$ cat config.mk
export PLATFORM = sky130hd
export DESIGN_NAME = sit_orient
export DESIGN_NICKNAME = d
export VERILOG_FILES = /design/src/hdl/sit_pkg.sv /design/src/hdl/sit_orient.sv
export SDC_FILE = /design/constraint.sdc
export NUM_CORES = 2
export LEC_CHECK = 0
export BUFFER_PORTS_ARGS = -buffer_cell sky130_fd_sc_hd__buf_2
export CORE_UTILIZATION = 43
export DETAILED_ROUTE_END_ITERATION = 12
export GPL_ROUTABILITY_DRIVEN = 0
export PLACE_DENSITY_LB_ADDON = 0.15
export RECOVER_POWER = 25
export REMOVE_ABC_BUFFERS = 1
export SYNTH_ARGS = -nofsm -noshare
export SYNTH_HDL_FRONTEND = slang
export SYNTH_SLANG_ARGS = --single-unit
$ cat constraint.sdc
create_clock -name clk -period 11.96 [get_ports clk]
set_input_delay 2.392 -clock clk [delete_from_list [all_inputs] [get_ports clk]]
set_output_delay 2.392 -clock clk [all_outputs]
set_load 0.02 [all_outputs]
$ cat src/hdl/sit_pkg.sv
// Shared types, constants and the final decision function of the
// segment intersection test. No dependencies.
package sit_pkg;

  localparam int unsigned COORD_WIDTH_DEF = 16;

  // Sign of one orientation cross product; both low means zero.
  typedef struct packed {
    logic pos;
    logic neg;
  } orient_sign_t;

  // Load enables of the pipeline stages.
  typedef struct packed {
    logic st1;
    logic st2;
    logic st3;
  } adv_t;

  // Pick the case from the four orientation signs and the four between bits
  // (order of btw: [0] r on pq, [1] s on pq, [2] p on rs, [3] q on rs).
  function automatic logic seg_hit(input orient_sign_t o_pqr, input orient_sign_t o_pqs,
                                   input orient_sign_t o_rsp, input orient_sign_t o_rsq,
                                   input logic [3:0] btw);
    logic z_pqr, z_pqs, z_rsp, z_rsq;
    logic zero1, zero2;
    logic hit;
    z_pqr = !o_pqr.pos && !o_pqr.neg;
    z_pqs = !o_pqs.pos && !o_pqs.neg;
    z_rsp = !o_rsp.pos && !o_rsp.neg;
    z_rsq = !o_rsq.pos && !o_rsq.neg;
    zero1 = z_pqr || z_pqs;
    zero2 = z_rsp || z_rsq;
    if (z_pqr && z_pqs && z_rsp && z_rsq) begin
      hit = |btw;
    end else if (zero1 && zero2) begin
      hit = 1'b1;
    end else if (zero1 || zero2) begin
      hit = (z_pqr && btw[0]) || (z_pqs && btw[1]) ||
            (z_rsp && btw[2]) || (z_rsq && btw[3]);
    end else begin
      hit = ((o_pqr.pos && o_pqs.neg) || (o_pqr.neg && o_pqs.pos)) &&
            ((o_rsp.pos && o_rsq.neg) || (o_rsp.neg && o_rsq.pos));
    end
    return hit;
  endfunction

endpackage

$ cat src/hdl/sit_orient.sv
// Three-stage orientation unit: differences, products, signed compare.
// Gives the sign of (b-a) x (c-a). Depends on sit_pkg.
module sit_orient
  import sit_pkg::*;
#(
  parameter int unsigned COORD_WIDTH = COORD_WIDTH_DEF
) (
  input  logic                          clk,
  input  adv_t                          adv,
  input  logic signed [COORD_WIDTH-1:0] a_x,
  input  logic signed [COORD_WIDTH-1:0] a_y,
  input  logic signed [COORD_WIDTH-1:0] b_x,
  input  logic signed [COORD_WIDTH-1:0] b_y,
  input  logic signed [COORD_WIDTH-1:0] c_x,
  input  logic signed [COORD_WIDTH-1:0] c_y,
  output orient_sign_t                  sgn
);

  localparam int unsigned DW = COORD_WIDTH + 1;
  localparam int unsigned PW = 2 * DW;

  logic signed [DW-1:0] ux_nxt, uy_nxt, vx_nxt, vy_nxt;
  logic signed [DW-1:0] ux_r, uy_r, vx_r, vy_r;
  logic signed [PW-1:0] lp_nxt, rp_nxt;
  logic signed [PW-1:0] lp_r, rp_r;
  orient_sign_t         sgn_nxt, sgn_r;

  assign ux_nxt = DW'(b_x) - DW'(a_x);
  assign uy_nxt = DW'(b_y) - DW'(a_y);
  assign vx_nxt = DW'(c_x) - DW'(a_x);
  assign vy_nxt = DW'(c_y) - DW'(a_y);

  assign lp_nxt = ux_r * vy_r;
  assign rp_nxt = uy_r * vx_r;

  assign sgn_nxt.pos = lp_r > rp_r;
  assign sgn_nxt.neg = lp_r < rp_r;

  always_ff @(posedge clk) begin
    if (adv.st1) begin
      ux_r <= ux_nxt;
      uy_r <= uy_nxt;
      vx_r <= vx_nxt;
      vy_r <= vy_nxt;
    end
    if (adv.st2) begin
      lp_r <= lp_nxt;
      rp_r <= rp_nxt;
    end
    if (adv.st3) begin
      sgn_r <= sgn_nxt;
    end
  end

  assign sgn = sgn_r;

endmodule

; Yosys cells after proc, flatten, opt, wreduce, memory -nomap -nowiden
; Cells that the tools add are included.
[classes]
order_cmp = 2
addsub = 4
mul = 2
[ops]
columns = operator, count
row1 = 17-bit by 17-bit multiplier with 34-bit output, 2
row2 = 16-bit by 16-bit subtractor with 17-bit output, 4
row3 = 34-bit greater-than comparator, 1
row4 = 34-bit < comparator, 1
[totals]
elab_cells = 16
output_inout_bits = 2
inputBits = 100
register_bits = 138

; Logic depth before layout (Yosys ltp)
[depth]
ltp_word = 1
ltp_mapped = 24
ltp_nobuf = 22

; Worst setup path before layout
; OpenSTA, ideal clock, no wires.
[synth_timing]
path_type = register to register
from = register ux_r[16]
to = register lp_r[33] (data pin)
setup_slack_ns = 5.698
period_less_slack_ns = 6.262
arrival_time_ns = 5.994
setup_time_ns = 0.268
path_buffers = 1
stages_incl_launch_ff = 19
t_required_ns = 11.692
cell_sequence = edfxtp_1 > clkbuf_1 > nand2_1 > inv_1 > fa_1 > fa_1 > fa_1 > fa_1 > fa_1 > inv_1 > fa_1 > inv_1 > ha_1 > a21o_1 > or4_1 > a21oi_4 > o311ai_4 > a2111oi_2 > nor3b_1
[synth_between]
elab_chain_len = 1
[synth_lines]
columns = element, line_no
row1 = start: declaration, sit_orient.sv:23  ; logic signed [DW-1:0] ux_r, uy_r, vx_r, vy_r;
row2 = start signal: assignment, sit_orient.sv:41  ; ux_r <= ux_nxt;
row3 = 17-bit by 17-bit multiplier with 34-bit output, sit_orient.sv:33  ; assign lp_nxt = ux_r * vy_r;
row4 = net lp_nxt[33], sit_orient.sv:24  ; logic signed [PW-1:0] lp_nxt, rp_nxt;
row5 = end signal: assignment, sit_orient.sv:47  ; lp_r <= lp_nxt;
row6 = end: declaration, sit_orient.sv:25  ; logic signed [PW-1:0] lp_r, rp_r;
; The timed path passes the listed nets, and every way through them passes these cells.
; A chain may end at the register's enable or synchronous reset.

; Final worst setup path
[layout_timing]
from = register vy_r[8]
to = register lp_r[32] (data pin)
[layout_between]
elab_chain_len = 1
[layout_lines]
columns = element, line_no
row1 = start: declaration, sit_orient.sv:23
row2 = start signal: assignment, sit_orient.sv:44  ; vy_r <= vy_nxt;
row3 = 17-bit by 17-bit multiplier with 34-bit output, sit_orient.sv:33
row4 = net lp_nxt[32], sit_orient.sv:24
; The timed path passes the listed nets, and every way through them passes these cells.

==> parameters.txt <==
Parameter                              Value

Synthesis
  Avg Cell Area, Syn ... 9.67 µm²
  Yosys cell types ... 61
  Sequential-to-total area share from yosys stat ... 0.139
  Number of register bits inferred by synthesis ... 138
  Largest cells by area after synthesis ... fa_1 (40%), edfxtp_1 (14%), ha_1 (11%), inv_1 (8.9%), and2_1 (6.2%)
  Primary FF master, synth ... edfxtp_1
  Gate Count Post-Synth ... 3073
  Fraction of registers with async set or reset after synthesis ... 0
  Number of flops mapped to enable cells by yosys ... 138
  Synth Cell Area ... 29700 µm²
  Number of warning messages in the yosys log ... 0
  Cell accounting for the most synthesized area ... fa_1
  Top-area cell type share of the netlist area ... 0.402

Route
  DR vias/cell ... 5.19
  Final routed wire length divided by cell count ... 18.0 µm
  Number of remaining DRC errors ... 0
  Routed wire length ... 72000 µm
  Number of DRC markers in iteration 0 ... 969
  DRT antenna net count ... 0
  Total vias in the final route ... 20800
  DR pass1 iterations ... 5

CTS
  Clock-pin slew of the registers on the worst-case setup and hold paths ... 0.06 ns
  Number of H-tree levels ... 4
  Number of setup buffers added after CTS ... 0
  Num CTS Buffers ... 17
  TritonCTS clock tree ... yes
  Clock sinks ... 138
  Hold bufs inserted after CTS ... 0
  Root buffer cell ... clkbuf_16
  Post-CTS sizing ... 0
  Clock Path Buffers ... 2
  Clock insertion delay at the later pin of the skew report ... 0.44 ns

Worst setup path
  Data required time at the worst endpoint ... 12.14 ns
  Worst setup SP type ... flip-flop
  CP Data Arrival Time ... 7.14 ns
  Critical path start-end classification ... reg2reg
  Endpoint type of the worst setup path ... flip-flop
  Critical register-to-register path endpoint ... lp_r[32]$_DFFE_PP_
  Path depth of the worst reg2reg path ... 21
  Maximum fanout encountered on the critical timing path ... 17
  Worst R2R Setup Slack ... 5.00 ns
  Crit Reg-Reg Startpoint ... vy_r[8]$_DFFE_PP_

Timing
  Slew @ Worst Pin ... 3.70 ns
  Clock skew ... 0.00910 ns
  Worst Setup Slack, final ... 5.00 ns
  Setup repair after global routing missed its margin ... no
  Total negative slack ... 0 ns
  Achievable clock frequency ... 144 MHz
  Final period demand of the worst path ... 6.96 ns
  Final Max Tran Viols ... 69
  Setup violations, final ... 0
  Final hold vios ... 0
  Final critical-path share of the clock period ... 0.582
  Max transition margin ... -1.47

Placed design
  HPWL Detailed ... 60100 µm
  # placed instances ... 3978
  Pre-CTS worst setup slack ... 5.19 ns
  IO Port Bufs ... 101

Floorplan
  Full die area ... 70200 µm²
  Effective utilization at floorplan ... 0.434
  Horizontal die dimension ... 265 µm
  Number of top-level design ports ... 102
  Core Box Area ... 68500 µm²
  Y dimension of the die ... 265 µm
  Number of rows created at floorplan ... 96

Finish
  P&R area growth vs syn ... 6.46%
  Count of non-filler cells in the finished layout ... 4009
  Count of inserted antenna diode cells ... 0
  Final Util ... 0.462
  Nets ... 4079
  Proportion of layout cells with a drive suffix above 1 ... 0.0454

Global route
  Via count of the first global-routing pass ... 22800
  Number of antenna violations at the first check in global routing ... 0
  Global-route wire length before repair ... 119000 µm
  Total track usage ... 0.218
  Total congestion overflow ... 0
  Largest net degree at the start of global routing ... 69

Outcome
  Run status ... complete, but fails checks
  Failing checks ... max-capacitance violations, max-slew violations

Job
  Max-cap viol count ... 1

Hold path
  End of the worst hold path ... lp_r[1]$_DFFE_PP_
  Worst hold start ... ux_r[1]$_DFFE_PP_
  Classification of the worst-slack hold path ... reg2reg
  Number of cells on the worst hold path ... 3
==> Yosys cell counts (all sizes together) (12+ instances only) <==
master and number:
and2 296, clkbuf 77, o21a 16, nor2b 15
nand2 304, and3 18, ha 268, nor3 41
o21ai 57, xnor2 85, nand3 35, edfxtp 138
nand4 13, a21oi 87, nor2 102, xor2 22
a211oi 18, nand2b 22, a21o 31, inv 706
or3 12, fa 596
==> sequential cells by signal, summed over array words and instances, names as in the netlist <==
| register | cells |
|---|---|
| uy_r | 17 |
| lp_r | 34 |
| vy_r | 17 |
| sgn | 2 |
| vx_r | 17 |
| ux_r | 17 |
| rp_r | 34 |
==> layout make-up <==
type / instances / area [µm²]
Fill cell: 6651 / 36800
Multi-Input combinational cell: 2147 / 22600
Sequential cell: 138 / 4140
Inverter: 706 / 2650
Tap cell: 882 / 1100
Timing Repair Buffer: 105 / 528
Clock buffer: 18 / 429
Clock inverter: 13 / 168
==> placed cells by master, fill, tap and decap left out, types with 12 or more instances in the layout <==
cell type	n
nor3_1	41
inv_1	706
buf_2	98
a21oi_1	86
and2_1	290
nand4_1	13
o21a_1	16
nand3_1	35
nand2b_1	22
and3_1	17
edfxtp_1	138
ha_1	268
o21ai_0	50
xor2_1	22
or3_1	12
nand2_1	304
a211oi_1	18
nor2b_1	15
fa_1	596
a21o_1	31
clkbuf_16	17
xnor2_1	85
nor2_1	102
==> how the worst max path moves through the flow <==
| stage | start | to | slack, ns | cells after the start |
|---|---|---|---|---|
| 3_3_place_gp | vy_r[8]$_DFFE_PP_ | lp_r[32]$_DFFE_PP_ | 5.24 | 21 |
| 2_1_floorplan | vy_r[2]$_DFFE_PP_ | lp_r[33]$_DFFE_PP_ | 5.77 | 17 |
| 5_1_grt | vy_r[2]$_DFFE_PP_ | lp_r[32]$_DFFE_PP_ | 4.68 | 18 |
| 3_5_place_dp | vy_r[8]$_DFFE_PP_ | lp_r[32]$_DFFE_PP_ | 5.19 | 21 |
| 6_report | vy_r[8]$_DFFE_PP_ | lp_r[32]$_DFFE_PP_ | 5.00 | 21 |
| 4_1_cts | vy_r[5]$_DFFE_PP_ | lp_r[32]$_DFFE_PP_ | 5.14 | 18 |
==> per-layer routing <==
| metal | wire, µm | track usage | vias to the layer above |
|---|---|---|---|
| met1 | 31300 | 0.292 | 10600 |
| li1 | - | - | 9543 |
| met4 | 2130 | 0.0639 | 0 |
| met5 | 0 | 0 | - |
| met3 | 3470 | 0.0265 | 91 |
| met2 | 35100 | 0.370 | 556 |
==> cell families (layout without fill, tap and decap cells) <==
logic type / Yosys count / count (layout) / share of synthesized area
AOI/OAI and AO/OA: 295 / 295 / 0.0660
xor gates and xnor gates: 107 / 107 / 0.0315
adders and majority gates: 864 / 864 / 0.514
buffers and inverters: 788 / 842 / 0.0995
DFF: 138 / 138 / 0.139
muxes: 3 / 3 / 0.00101
and+or+nand+nor: 878 / 878 / 0.148
==> stage by stage <==
stage | hold slack (ns) | cell area, µm²
detailed placement | 0.960 | 31000
global route | 1.01 | 31600
global placement | 0.949 | 31000
floorplan | 0.708 | 29400
CTS | 0.975 | 31600
finish | 0.963 | 31600
==> critical path: stages, from the launching register on <==
cell and delay (ns):
edfxtp_1 0.93, nand2_1 0.18, fa_1 0.57, inv_1 0.05, fa_1 0.50, inv_1 0.06, fa_1 0.53, inv_1 0.06
fa_1 0.44, fa_1 0.49, inv_1 0.05, fa_1 0.47, inv_1 0.04, ha_1 0.40, nand4_1 0.18, nor3_1 0.35
o211ai_1 0.24, a31oi_1 0.29, o21ai_1 0.18, o31ai_1 0.38, o41ai_1 0.13, xnor2_1 0.13
Power is not shown: default switching activity piles up to over one toggle a cycle in this logic, so the estimate is an artifact.
